===== src/hdl/prff_pkg.sv =====
// ----------------------------------------------------------------------------
// prff_pkg
// Shared types and constants of the pollard rho factor finder.
// ----------------------------------------------------------------------------
package prff_pkg;

    localparam int DEF_WORD_BITS = 32;

    localparam int NUM_BITS   = 31;
    localparam int LIMIT_BITS = 24;
    localparam int STAT_BITS  = 2;
    localparam int IDX_BITS   = 2;

    localparam logic [NUM_BITS-1:0]   START_RST = NUM_BITS'(3);
    localparam logic [NUM_BITS-1:0]   CONST_RST = NUM_BITS'(1);
    localparam logic [LIMIT_BITS-1:0] LIMIT_RST = LIMIT_BITS'(1048575);

    localparam logic [IDX_BITS-1:0] REG_START_VALUE  = 2'd0;
    localparam logic [IDX_BITS-1:0] REG_ADD_CONSTANT = 2'd1;
    localparam logic [IDX_BITS-1:0] REG_ITER_LIMIT   = 2'd2;

    typedef enum logic [STAT_BITS-1:0] {
        STAT_FOUND   = 2'd0,
        STAT_TRIVIAL = 2'd1,
        STAT_LIMIT   = 2'd2
    } t_status;

    typedef enum logic [2:0] {
        ST_IDLE,
        ST_RED_SEED,
        ST_RED_CONST,
        ST_ROUND,
        ST_MUL,
        ST_ADDC,
        ST_GCD_GO,
        ST_GCD_WAIT
    } t_state;

    // which walker step the current squaring belongs to
    typedef enum logic [1:0] {
        WALK_X,
        WALK_Y1,
        WALK_Y2
    } t_walk;

endpackage


===== src/hdl/pollard_rho_factor_finder.sv =====
// ----------------------------------------------------------------------------
// pollard_rho_factor_finder
// Pollard rho with Floyd cycle finding over one shared modular adder.
// ----------------------------------------------------------------------------
// One request is taken when start is high and busy is low; one result follows
// with a one-cycle o_result_valid strobe, which cannot be held off. Every
// modular operation runs through a single modular adder: a square is done by
// double-and-add over the WORD_BITS bits of the operand, and each round does
// three squarings, three constant adds and one binary gcd. Setup adds two
// reductions, of the seed and of the constant. An item takes setup plus its
// rounds; the round count is set by the smallest prime factor and capped
// by iteration_limit. A number below two answers in the cycle after the
// request. Register writes are taken only while idle with start low.
// WORD_BITS must be at least 31.
// ----------------------------------------------------------------------------
module pollard_rho_factor_finder #(
    parameter int WORD_BITS = prff_pkg::DEF_WORD_BITS
) (
    input  logic                            i_clk,
    input  logic                            i_rst_n,
    input  logic                            start,
    output logic                            busy,
    input  logic [prff_pkg::NUM_BITS-1:0]   i_number_to_factor,
    output logic                            o_result_valid,
    output logic [prff_pkg::NUM_BITS-1:0]   o_factor_found,
    output logic [prff_pkg::STAT_BITS-1:0]  o_status,
    input  logic                            i_cfg_valid,
    output logic                            o_cfg_ready,
    input  logic [prff_pkg::IDX_BITS-1:0]   i_cfg_index,
    input  logic [prff_pkg::NUM_BITS-1:0]   i_cfg_data
);

    localparam int BIT_W = $clog2(WORD_BITS);

    prff_pkg::t_state  r_state, n_state;
    prff_pkg::t_walk   r_sel, n_sel;
    prff_pkg::t_status r_status, n_status;

    logic                             r_strobe, n_strobe;
    logic [prff_pkg::NUM_BITS-1:0]    r_factor, n_factor;
    logic [prff_pkg::NUM_BITS-1:0]    r_start_value;
    logic [prff_pkg::NUM_BITS-1:0]    r_add_constant;
    logic [prff_pkg::LIMIT_BITS-1:0]  r_iter_limit;
    logic [prff_pkg::LIMIT_BITS-1:0]  r_round, n_round;

    logic [WORD_BITS-1:0] r_n, n_n;
    logic [WORD_BITS-1:0] r_x, n_x;
    logic [WORD_BITS-1:0] r_y, n_y;
    logic [WORD_BITS-1:0] r_c, n_c;
    logic [WORD_BITS-1:0] r_acc, n_acc;
    logic [WORD_BITS-1:0] r_mop, n_mop;
    logic [WORD_BITS-1:0] r_addend, n_addend;
    logic [BIT_W-1:0]     r_bit, n_bit;
    logic                 r_phase, n_phase;

    logic [WORD_BITS-1:0] w_b;
    logic [WORD_BITS-1:0] w_sum;
    logic                 w_mul_done;
    logic                 w_gcd_go;
    logic [WORD_BITS-1:0] w_diff;
    logic                 w_gcd_done;
    logic [WORD_BITS-1:0] w_gcd;
    logic                 w_small_n;
    logic                 w_accept;

    assign busy        = (r_state != prff_pkg::ST_IDLE);
    // no register write in the cycle a request is taken
    assign o_cfg_ready = !busy && !start;
    assign w_accept    = start && !busy;
    assign w_small_n   = (i_number_to_factor < prff_pkg::NUM_BITS'(2));

    // shared modular adder: doubling, bit add, or the constant add
    assign w_b = (r_state == prff_pkg::ST_ADDC) ? r_c : (r_phase ? r_addend : r_acc);

    prff_modadd #(
        .WORD_BITS (WORD_BITS)
    ) u_modadd (
        .i_a   (r_acc),
        .i_b   (w_b),
        .i_m   (r_n),
        .o_sum (w_sum)
    );

    assign w_mul_done = (r_phase || !r_mop[r_bit]) && (r_bit == '0);
    assign w_gcd_go   = (r_state == prff_pkg::ST_GCD_GO);
    assign w_diff     = (r_x >= r_y) ? (r_x - r_y) : (r_y - r_x);

    prff_gcd #(
        .WORD_BITS (WORD_BITS)
    ) u_gcd (
        .i_clk   (i_clk),
        .i_rst_n (i_rst_n),
        .i_go    (w_gcd_go),
        .i_a     (w_diff),
        .i_b     (r_n),
        .o_done  (w_gcd_done),
        .o_gcd   (w_gcd)
    );

    // next state
    always_comb begin
        n_state = r_state;
        case (r_state)
            prff_pkg::ST_IDLE: begin
                if (w_accept && !w_small_n) n_state = prff_pkg::ST_RED_SEED;
            end
            prff_pkg::ST_RED_SEED: begin
                if (w_mul_done) n_state = prff_pkg::ST_RED_CONST;
            end
            prff_pkg::ST_RED_CONST: begin
                if (w_mul_done) n_state = prff_pkg::ST_ROUND;
            end
            prff_pkg::ST_ROUND: begin
                if (r_round == r_iter_limit) n_state = prff_pkg::ST_IDLE;
                else n_state = prff_pkg::ST_MUL;
            end
            prff_pkg::ST_MUL: begin
                if (w_mul_done) n_state = prff_pkg::ST_ADDC;
            end
            prff_pkg::ST_ADDC: begin
                if (r_sel == prff_pkg::WALK_Y2) n_state = prff_pkg::ST_GCD_GO;
                else n_state = prff_pkg::ST_MUL;
            end
            prff_pkg::ST_GCD_GO: begin
                n_state = prff_pkg::ST_GCD_WAIT;
            end
            prff_pkg::ST_GCD_WAIT: begin
                if (w_gcd_done) begin
                    if (w_gcd == WORD_BITS'(1)) n_state = prff_pkg::ST_ROUND;
                    else n_state = prff_pkg::ST_IDLE;
                end
            end
            default: begin
                n_state = prff_pkg::ST_IDLE;
            end
        endcase
    end

    // datapath and result
    always_comb begin
        n_sel    = r_sel;
        n_status = r_status;
        n_strobe = 1'b0;
        n_factor = r_factor;
        n_round  = r_round;
        n_n      = r_n;
        n_x      = r_x;
        n_y      = r_y;
        n_c      = r_c;
        n_acc    = r_acc;
        n_mop    = r_mop;
        n_addend = r_addend;
        n_bit    = r_bit;
        n_phase  = r_phase;

        // double-and-add step, shared by reductions and squarings
        if (r_state == prff_pkg::ST_RED_SEED || r_state == prff_pkg::ST_RED_CONST ||
            r_state == prff_pkg::ST_MUL) begin
            n_acc = w_sum;
            if (!r_phase && r_mop[r_bit]) begin
                n_phase = 1'b1;
            end else begin
                n_phase = 1'b0;
                n_bit   = r_bit - 1'b1;
            end
        end

        case (r_state)
            prff_pkg::ST_IDLE: begin
                if (w_accept) begin
                    n_n      = WORD_BITS'(i_number_to_factor);
                    n_round  = '0;
                    n_acc    = '0;
                    n_bit    = BIT_W'(WORD_BITS - 1);
                    n_phase  = 1'b0;
                    n_mop    = WORD_BITS'(r_start_value);
                    n_addend = WORD_BITS'(1);
                    if (w_small_n) begin
                        n_strobe = 1'b1;
                        n_factor = '0;
                        n_status = prff_pkg::STAT_TRIVIAL;
                    end
                end
            end
            prff_pkg::ST_RED_SEED: begin
                if (w_mul_done) begin
                    n_x      = w_sum;
                    n_y      = w_sum;
                    n_acc    = '0;
                    n_bit    = BIT_W'(WORD_BITS - 1);
                    n_phase  = 1'b0;
                    n_mop    = WORD_BITS'(r_add_constant);
                    n_addend = WORD_BITS'(1);
                end
            end
            prff_pkg::ST_RED_CONST: begin
                if (w_mul_done) n_c = w_sum;
            end
            prff_pkg::ST_ROUND: begin
                if (r_round == r_iter_limit) begin
                    n_strobe = 1'b1;
                    n_factor = '0;
                    n_status = prff_pkg::STAT_LIMIT;
                end else begin
                    n_round  = r_round + 1'b1;
                    n_sel    = prff_pkg::WALK_X;
                    n_acc    = '0;
                    n_bit    = BIT_W'(WORD_BITS - 1);
                    n_phase  = 1'b0;
                    n_mop    = r_x;
                    n_addend = r_x;
                end
            end
            prff_pkg::ST_MUL: begin
                n_sel = r_sel;
            end
            prff_pkg::ST_ADDC: begin
                n_acc   = '0;
                n_bit   = BIT_W'(WORD_BITS - 1);
                n_phase = 1'b0;
                case (r_sel)
                    prff_pkg::WALK_X: begin
                        n_x      = w_sum;
                        n_sel    = prff_pkg::WALK_Y1;
                        n_mop    = r_y;
                        n_addend = r_y;
                    end
                    prff_pkg::WALK_Y1: begin
                        // hare's first step feeds straight into its second
                        n_sel    = prff_pkg::WALK_Y2;
                        n_mop    = w_sum;
                        n_addend = w_sum;
                    end
                    default: begin
                        n_y = w_sum;
                    end
                endcase
            end
            prff_pkg::ST_GCD_GO: begin
                n_sel = r_sel;
            end
            prff_pkg::ST_GCD_WAIT: begin
                if (w_gcd_done && w_gcd != WORD_BITS'(1)) begin
                    n_strobe = 1'b1;
                    if (w_gcd == r_n) begin
                        n_factor = '0;
                        n_status = prff_pkg::STAT_TRIVIAL;
                    end else begin
                        n_factor = prff_pkg::NUM_BITS'(w_gcd);
                        n_status = prff_pkg::STAT_FOUND;
                    end
                end
            end
            default: begin
                n_sel = r_sel;
            end
        endcase
    end

    always_ff @(posedge i_clk) begin
        if (!i_rst_n) begin
            r_state        <= prff_pkg::ST_IDLE;
            r_strobe       <= 1'b0;
            r_start_value  <= prff_pkg::START_RST;
            r_add_constant <= prff_pkg::CONST_RST;
            r_iter_limit   <= prff_pkg::LIMIT_RST;
        end else begin
            r_state  <= n_state;
            r_strobe <= n_strobe;
            if (i_cfg_valid && o_cfg_ready) begin
                case (i_cfg_index)
                    prff_pkg::REG_START_VALUE:  r_start_value  <= i_cfg_data;
                    prff_pkg::REG_ADD_CONSTANT: r_add_constant <= i_cfg_data;
                    prff_pkg::REG_ITER_LIMIT:
                        r_iter_limit <= i_cfg_data[prff_pkg::LIMIT_BITS-1:0];
                    default: begin
                        r_iter_limit <= r_iter_limit;
                    end
                endcase
            end
        end
    end

    always_ff @(posedge i_clk) begin
        r_sel    <= n_sel;
        r_status <= n_status;
        r_factor <= n_factor;
        r_round  <= n_round;
        r_n      <= n_n;
        r_x      <= n_x;
        r_y      <= n_y;
        r_c      <= n_c;
        r_acc    <= n_acc;
        r_mop    <= n_mop;
        r_addend <= n_addend;
        r_bit    <= n_bit;
        r_phase  <= n_phase;
    end

    assign o_result_valid = r_strobe;
    assign o_factor_found = r_factor;
    assign o_status       = r_status;

`ifndef SYNTHESIS
    a_found_nontrivial: assert property (@(posedge i_clk) disable iff (!i_rst_n)
        (o_result_valid && o_status == prff_pkg::STAT_FOUND) |->
        (o_factor_found != '0 && o_factor_found != prff_pkg::NUM_BITS'(1)))
        else $error("found factor is trivial");

    a_fail_zero: assert property (@(posedge i_clk) disable iff (!i_rst_n)
        (o_result_valid && o_status != prff_pkg::STAT_FOUND) |-> (o_factor_found == '0))
        else $error("failure result carries a factor");

    a_result_idle: assert property (@(posedge i_clk) disable iff (!i_rst_n)
        o_result_valid |-> !busy)
        else $error("result strobed while still searching");

    a_accept_busy: assert property (@(posedge i_clk) disable iff (!i_rst_n)
        (start && !busy && i_number_to_factor >= prff_pkg::NUM_BITS'(2)) |=> busy)
        else $error("request taken without starting a search");
`endif

endmodule


===== src/hdl/prff_modadd.sv =====
// ----------------------------------------------------------------------------
// prff_modadd
// Modular adder: (a + b) mod m for a, b below m. Shared by every step of
// the reductions, the squarings and the constant add.
// ----------------------------------------------------------------------------
module prff_modadd #(
    parameter int WORD_BITS = prff_pkg::DEF_WORD_BITS
) (
    input  logic [WORD_BITS-1:0] i_a,
    input  logic [WORD_BITS-1:0] i_b,
    input  logic [WORD_BITS-1:0] i_m,
    output logic [WORD_BITS-1:0] o_sum
);

    logic [WORD_BITS:0] w_raw;
    logic [WORD_BITS:0] w_red;

    assign w_raw = {1'b0, i_a} + {1'b0, i_b};
    assign w_red = w_raw - {1'b0, i_m};
    assign o_sum = (w_raw >= {1'b0, i_m}) ? w_red[WORD_BITS-1:0] : w_raw[WORD_BITS-1:0];

endmodule


===== src/hdl/prff_gcd.sv =====
// ----------------------------------------------------------------------------
// prff_gcd
// Binary gcd unit: one shift or one subtract per cycle, b must be nonzero.
// ----------------------------------------------------------------------------
module prff_gcd #(
    parameter int WORD_BITS = prff_pkg::DEF_WORD_BITS
) (
    input  logic                 i_clk,
    input  logic                 i_rst_n,
    input  logic                 i_go,
    input  logic [WORD_BITS-1:0] i_a,
    input  logic [WORD_BITS-1:0] i_b,
    output logic                 o_done,
    output logic [WORD_BITS-1:0] o_gcd
);

    localparam int K_BITS = $clog2(WORD_BITS + 1);

    logic                 r_busy, n_busy;
    logic                 r_done, n_done;
    logic [WORD_BITS-1:0] r_a, n_a;
    logic [WORD_BITS-1:0] r_b, n_b;
    logic [K_BITS-1:0]    r_k, n_k;
    logic [WORD_BITS-1:0] r_gcd, n_gcd;

    always_comb begin
        n_busy = r_busy;
        n_done = 1'b0;
        n_a    = r_a;
        n_b    = r_b;
        n_k    = r_k;
        n_gcd  = r_gcd;
        if (i_go) begin
            n_a    = i_a;
            n_b    = i_b;
            n_k    = '0;
            n_busy = 1'b1;
        end else if (r_busy) begin
            if (r_a == '0 || r_b == '0) begin
                // common power of two restored at the end
                n_gcd  = ((r_a == '0) ? r_b : r_a) << r_k;
                n_done = 1'b1;
                n_busy = 1'b0;
            end else if (!r_a[0] && !r_b[0]) begin
                n_a = r_a >> 1;
                n_b = r_b >> 1;
                n_k = r_k + 1'b1;
            end else if (!r_a[0]) begin
                n_a = r_a >> 1;
            end else if (!r_b[0]) begin
                n_b = r_b >> 1;
            end else if (r_a >= r_b) begin
                n_a = r_a - r_b;
            end else begin
                n_b = r_b - r_a;
            end
        end
    end

    always_ff @(posedge i_clk) begin
        if (!i_rst_n) begin
            r_busy <= 1'b0;
            r_done <= 1'b0;
        end else begin
            r_busy <= n_busy;
            r_done <= n_done;
        end
    end

    always_ff @(posedge i_clk) begin
        r_a   <= n_a;
        r_b   <= n_b;
        r_k   <= n_k;
        r_gcd <= n_gcd;
    end

    assign o_done = r_done;
    assign o_gcd  = r_gcd;

endmodule


===== config.mk =====
export PLATFORM = sky130hd
export DESIGN_NAME = pollard_rho_factor_finder
export DESIGN_NICKNAME = d
export VERILOG_FILES = /design/src/hdl/prff_pkg.sv /design/src/hdl/pollard_rho_factor_finder.sv /design/src/hdl/prff_modadd.sv /design/src/hdl/prff_gcd.sv
export SDC_FILE = /design/constraint.sdc
export NUM_CORES = 1
export LEC_CHECK = 0
export BUFFER_PORTS_ARGS = -buffer_cell sky130_fd_sc_hd__buf_2
export CAP_MARGIN = 20
export CORE_ASPECT_RATIO = 1.25
export CORE_UTILIZATION = 48
export DETAILED_ROUTE_END_ITERATION = 8
export PLACE_DENSITY = 0.66
export SETUP_SLACK_MARGIN = 0.15
export SLEW_MARGIN = 0
export SYNTH_ARGS = -nofsm -noshare
export SYNTH_HDL_FRONTEND = slang
export SYNTH_SLANG_ARGS = --single-unit

===== constraint.sdc =====
create_clock -name i_clk -period 6.25 [get_ports i_clk]
set_clock_uncertainty 0.15 [all_clocks]
set_input_delay 0.9375 -clock i_clk [delete_from_list [all_inputs] [get_ports i_clk]]
set_output_delay 0.9375 -clock i_clk [all_outputs]
set_load 0.05 [all_outputs]

==> reports/results.ini, run 1 <==
[global_route]
first_global_vias = 26800
grt.overflow.total = 0
antenna_found_initial = 2
grt.total_usage = 0.292
grt_pass1_wl_mm = 154
grt_max_degree = 93

[yosys]
synth_area_leaders = edfxtp_1 32%, dfxtp_1 8.4%, ha_1 7.5%
syn_area_um2 = 32400
synth_cell_types = 86
ys_ff_latch = 482
async_flop_share = 0
synth_nets = 3795
synthCells = 3527
synth_edf_count = 346
yosysTopAreaCellShare = 0.321
yosysMostFrequentCell = nand2_1
yosysTopAreaCell = edfxtp_1
syn_avg_cell_area_um2 = 9.18
synth_ff_type = edfxtp_1
ys_warn_count = 0
ys_seq_area_frac = 0.405
synth.top_cells.by_count = 359 x nand2_1, 346 x edfxtp_1, 320 x a21oi_1

[power_and_ir_drop]
ir_drop_uv = 341
p_total_mw = 19.3
powerDensity_nw_per_um2 = 516
power.share.clock = 0.165
swShare = 0.402
p_comb_frac = 0.597
p_leak_nw = 15.2
p_switching_mw = 7.74
internal_power_mw = 11.5
pwr-share-seq = 0.237

[drt]
drt-pass1-iter-count = 6
final_antenna_net_count = 0
num_vias = 27700
drtIter0Drc = 2128
routedWlPerCell_um = 22.4
drc = 0
via_per_inst = 6.04
wirelength_mm = 103

[critical_path]
crit_type = reg -> reg
end_kind = register
r2r_cells = 31
arrival_ps = 6390
crit_required_ps = 6460
cp_max_fo = 7
crit_slowest_cell = o41ai_2
start_kind = register
max_stage_delay_ps = 440

[placement]
numPortBuffers = 103
placed_cells = 4438
place_congestion = 1.01
dp_hpwl_mm = 78.3

[final_layout]
finalNonFillerCells = 4588
multi_input_area_um2 = 18200
seqCellArea_um2 = 13100
drive_above_1_share = 0.155
n_antenna_cell = 0
fin_nets = 3949
synthToLayoutAreaGrowth_pct = 15.3
fillers = 6010
final_core_util = 0.559

[timing]
worstMarginPinSlew_ps = 1060
whs_ps = 316
tns_ps = 0
rsz0062_at_grt = yes
finalHoldViolCount = 0
period_share = 0.989
relSlewSlack = 0.289
setup_violations = 0
max_freq_mhz = 162
fin_crit_ps = 6180
slew_violations = 0

[clock_tree]
cts_tree = built
cts-root-buf = clkbuf_16
numCtsBuffers = 51
clk_path_buf_depth = 3
clk_pin_slew_ps = 60
ctsHtreeMaxLevel = 2
hold_buffers = 0
clkSinkCount = 482
insertion_delay_ps = 640

[status]
status = complete, no violations

[die]
die_y_um = 292
initial_core_util = 0.485
die_w_um = 234
num_io_pins = 104
core-area_um2 = 66800
rows = 106
dieArea_um2 = 68500

[worst_hold_path]
hold_depth = 2
min_path_type = reg -> reg

[run]
drv_cap = 0

## layer usage
metal	GRT usage	wire length (um)
met5	0	17
met4	0.140	5700
met3	0.0335	5350
met2	0.522	52000
met1	0.342	39800
## worst max-delay path: cells and delay by family, from the launching register on
family                     cells  cell delay [ps]
AOI/OAI and AO/OA             15             2950
xor gates and xnor gates       1              210
adders and majority gates      2              550
buffers and inverters          5              770
DFF                            1              320
muxes                          1              130
and+or+nand+nor                7              790
## placed cells by master, fill, tap and decap left out, types with 22 or more instances in the layout
master	count
o21bai_1	40
clkbuf_16	56
mux2_2	24
nand4_1	51
a21o_1	84
a211oi_1	54
o21a_1	27
nor3_1	37
nor2_1	242
buf_4	171
a21oi_2	22
a22oi_1	31
a21oi_1	297
nand2b_1	23
and3_1	28
inv_1	238
xnor2_1	98
nor4_1	53
o21ai_0	146
xor2_1	113
and2_1	44
ha_1	186
a221o_1	30
a21boi_0	71
nand3_1	64
mux2i_1	94
dfxtp_1	133
a221oi_1	56
edfxtp_1	346
buf_2	103
nand2_1	357
## layout make-up
| type | count | share of cell area |
|---|---|---|
| Multi-Input combinational cell | 2593 | 0.488 |
| Sequential cell | 482 | 0.351 |
| Timing Repair Buffer | 305 | 0.0604 |
| Clock buffer | 67 | 0.0385 |
| Tap cell | 864 | 0.0289 |
| Inverter | 248 | 0.0250 |
| Clock inverter | 29 | 0.00854 |
## per-stage QoR
| step | setup slack (ps) | cell area (um2) |
|---|---|---|
| 2_1_floorplan | 159 | 32400 |
| 3_3_place_gp | 15.3 | 34400 |
| 6_report | 67.2 | 37400 |
| 3_5_place_dp | -115 | 34400 |
| 5_1_grt | -194 | 37400 |
| 4_1_cts | 73.5 | 36200 |
## path summary, 6_finish.rpt
| check | startpoint | to | slack, ps |
|---|---|---|---|
| worst max register to register | r_state[1] | r_mop[30] | 70 |
| worst max-delay path | r_state[1] | r_mop[30] | 70 |
| worst min register to register | r_start_value[7] | r_start_value[7] | 320 |
| worst min-delay path | r_start_value[7] | r_start_value[7] | 320 |
## what timing repair did
action	CTS	global route
gates resized for setup	5	183
cloned	0	4
pin swaps	5	43
endpoints found under the setup margin	31	140
buffers inserted	2	48
## registers in the layout, indices dropped and copies added (netlist names)
signal	count
r_sel	2
r_iter_limit	24
u_gcd.r_a	32
r_y	32
r_c	32
r_acc	32
o_factor_found	31
u_gcd.o_done	1
r_addend	32
r_round	24
u_gcd.r_k	6
u_gcd.r_b	32
r_x	32
o_status	2
r_phase	1
r_n	31
r_start_value	31
u_gcd.r_busy	1
u_gcd.o_gcd	32
r_mop	32
r_add_constant	31
r_state	3
r_bit	5
o_result_valid	1
## logic make-up (layout without fill, tap and decap cells)
family / Yosys count / after routing / synth area share
AO/OA/AOI/OAI: 1043 / 1043 / 0.212
XOR/XNOR: 217 / 217 / 0.0587
adder cells (fa/ha/maj): 200 / 200 / 0.0786
buffers and inverters: 452 / 649 / 0.0537
flip-flops: 482 / 482 / 0.405
multiplexers: 145 / 145 / 0.0505
AND/OR/NAND/NOR: 988 / 988 / 0.142
## power by group through the flow
stage	logic [mW]	clock network, mW	registers (mW)
2_1_floorplan	5.20	0	4.53
3_3_place_gp	8.66	0	4.63
3_5_place_dp	8.68	0	4.64
4_1_cts	8.77	3.23	4.57
5_1_grt	12.3	3.33	4.60
6_report	11.5	3.19	4.57
No activity file was read; power rests on OpenSTA's default activity.
==> run 2, diff against run 1 <==
- REMOVE_ABC_BUFFERS: default -> 1
==> run 2 against run 1 <==
Critical path depth decreased by 5. Core utilization decreased by 0.67 points. Count of clock-buffer cells in the layout increased by 2. Routed wire length increased by 0.71%. Critical path type unchanged. Largest cell class unchanged. Largest power group unchanged.
==> reports/results.ini, run 2 (synthesis gave the netlist of run 1 again) <==
[timing]
finalHoldViolCount = 0
max_freq_mhz = 166
period_share = 0.967
slew_violations = 0
worstMarginPinSlew_ps = 1060
final.setup.worst_slack_ps = 209
fin_crit_ps = 6040
rsz0062_at_grt = yes
tns_ps = 0
whs_ps = 314
setup_violations = 0
relSlewSlack = 0.290

[global_route]
antenna_found_initial = 2
grt.total_usage = 0.297
use_met3 = 0.0274
grt_util_met2 = 0.537
grtUsageMet1 = 0.341
top_usage_layer = met2
first_global_vias = 26900
grt_pass1_wl_mm = 156
grt_max_degree = 82
grt.overflow.total = 0

[power_and_ir_drop]
powerDensity_nw_per_um2 = 483
p_leak_nw = 15.0
ir_drop_uv = 367

[clock_tree]
cts-root-buf = clkbuf_16
ctsHtreeMaxLevel = 2
hold_buffers = 0
clkSinkCount = 482
numCtsBuffers = 51
insertion_delay_ps = 630
cts_tree = built
clk_path_buf_depth = 3
clk_pin_slew_ps = 60

[drt]
drc = 0
num_vias = 27400
final_antenna_net_count = 0
routedWlPerCell_um = 22.7
via_per_inst = 6.01
drtIter0Drc = 2219
drt-pass1-iter-count = 5
wirelength_mm = 104

[die]
initial_core_util = 0.485
num_io_pins = 104
die_y_um = 292
dieArea_um2 = 68500
rows = 106
die_w_um = 234
core-area_um2 = 66800

[final_layout]
final_core_util = 0.552
synthToLayoutAreaGrowth_pct = 13.9
final_cell_mix = 359 x nand2_1, 346 x edfxtp_1, 304 x a21oi_1, 244 x inv_1, 244 x nor2_1
fin_nets = 3920
finalNonFillerCells = 4560
fillers = 6153
final_common_cell = nand2_1
drive_above_1_share = 0.136

[status]
status = complete, no violations

[critical_path]
end_kind = register
start_kind = register
arrival_ps = 6270
crit_required_ps = 6470
crit_type = reg -> reg
cp_max_fo = 6

[placement]
place_congestion = 0.969
numPortBuffers = 103
dp_hpwl_mm = 80.1
pre_cts_slack_ps = -154
placed_cells = 4439

[run]
drv_cap = 0

[worst_hold_path]
min_path_type = reg -> reg

[run 2: metal layers]
layer	vias to the layer above	wire length, um	share of wire
met5	-	0	0
met3	254	4130	0.040
li1	13100	-	-
met2	814	53000	0.51
met1	13300	40200	0.39
met4	0	6260	0.060
[run 2: layout make-up]
cell class / count / area (um2) / share of cell area
clock inverter: 27 / 374 / 0.0101
clock buffer: 69 / 1460 / 0.0395
timing repair buffer: 276 / 1980 / 0.0536
multi-input combinational: 2593 / 18000 / 0.487
inverter: 248 / 931 / 0.0252
antenna: 1 / 2.50 / 0.0000678
tap: 864 / 1080 / 0.0293
sequential: 482 / 13100 / 0.355
[run 2: per-stage QoR]
stage	total power [mW]	area, um2
after detailed placement	13.3	34400
after global routing	18.7	36900
after floorplan	9.49	31600
final	17.8	36900
after global placement	13.2	34400
after CTS	16.8	36300
[run 2: worst paths after layout]
path,startpoint,end,slack [ps],cells past startpoint
setup / recovery,r_state[1],r_mop[6],210,26
hold reg to reg,r_start_value[25],r_start_value[25],310,2
hold / removal,r_start_value[25],r_start_value[25],310,2
setup reg to reg,r_state[1],r_mop[6],210,26
[run 2: what timing repair did]
action / in CTS / in global routing
resized for setup: 10 / 92
cloned: 0 / 2
setup endpoints to repair: 27 / 133
pin swaps: 9 / 38
endpoints found under the hold margin: 0 / 0
setup buffers: 7 / 13
[run 2: where the power goes]
group,internal (mW),total [mW],switching (mW)
Sequential,4.35,4.57,0.214
Clock,1.94,3.32,1.38
Combinational,4.41,9.95,5.54
Total,10.7,17.8,7.13
[run 2: critical path, stage by stage, from the launching register on]
cell and delay, ps:
dfxtp_2 320, nand2b_4 140, nor2_4 120, buf_12 140
o21ai_2 70, ha_2 190, fa_2 430, a21oi_4 180
o221ai_2 140, buf_4 170, o21a_1 190, a211oi_1 230
nor2_1 90, nor2_1 120, xnor2_1 160, ha_1 330
a211oi_2 260, o211ai_1 160, a22o_1 270, a21oi_2 250
nor3_2 90, nor4_4 290, buf_4 210, mux2_4 310
a222oi_1 370, inv_1 130, a221o_1 280
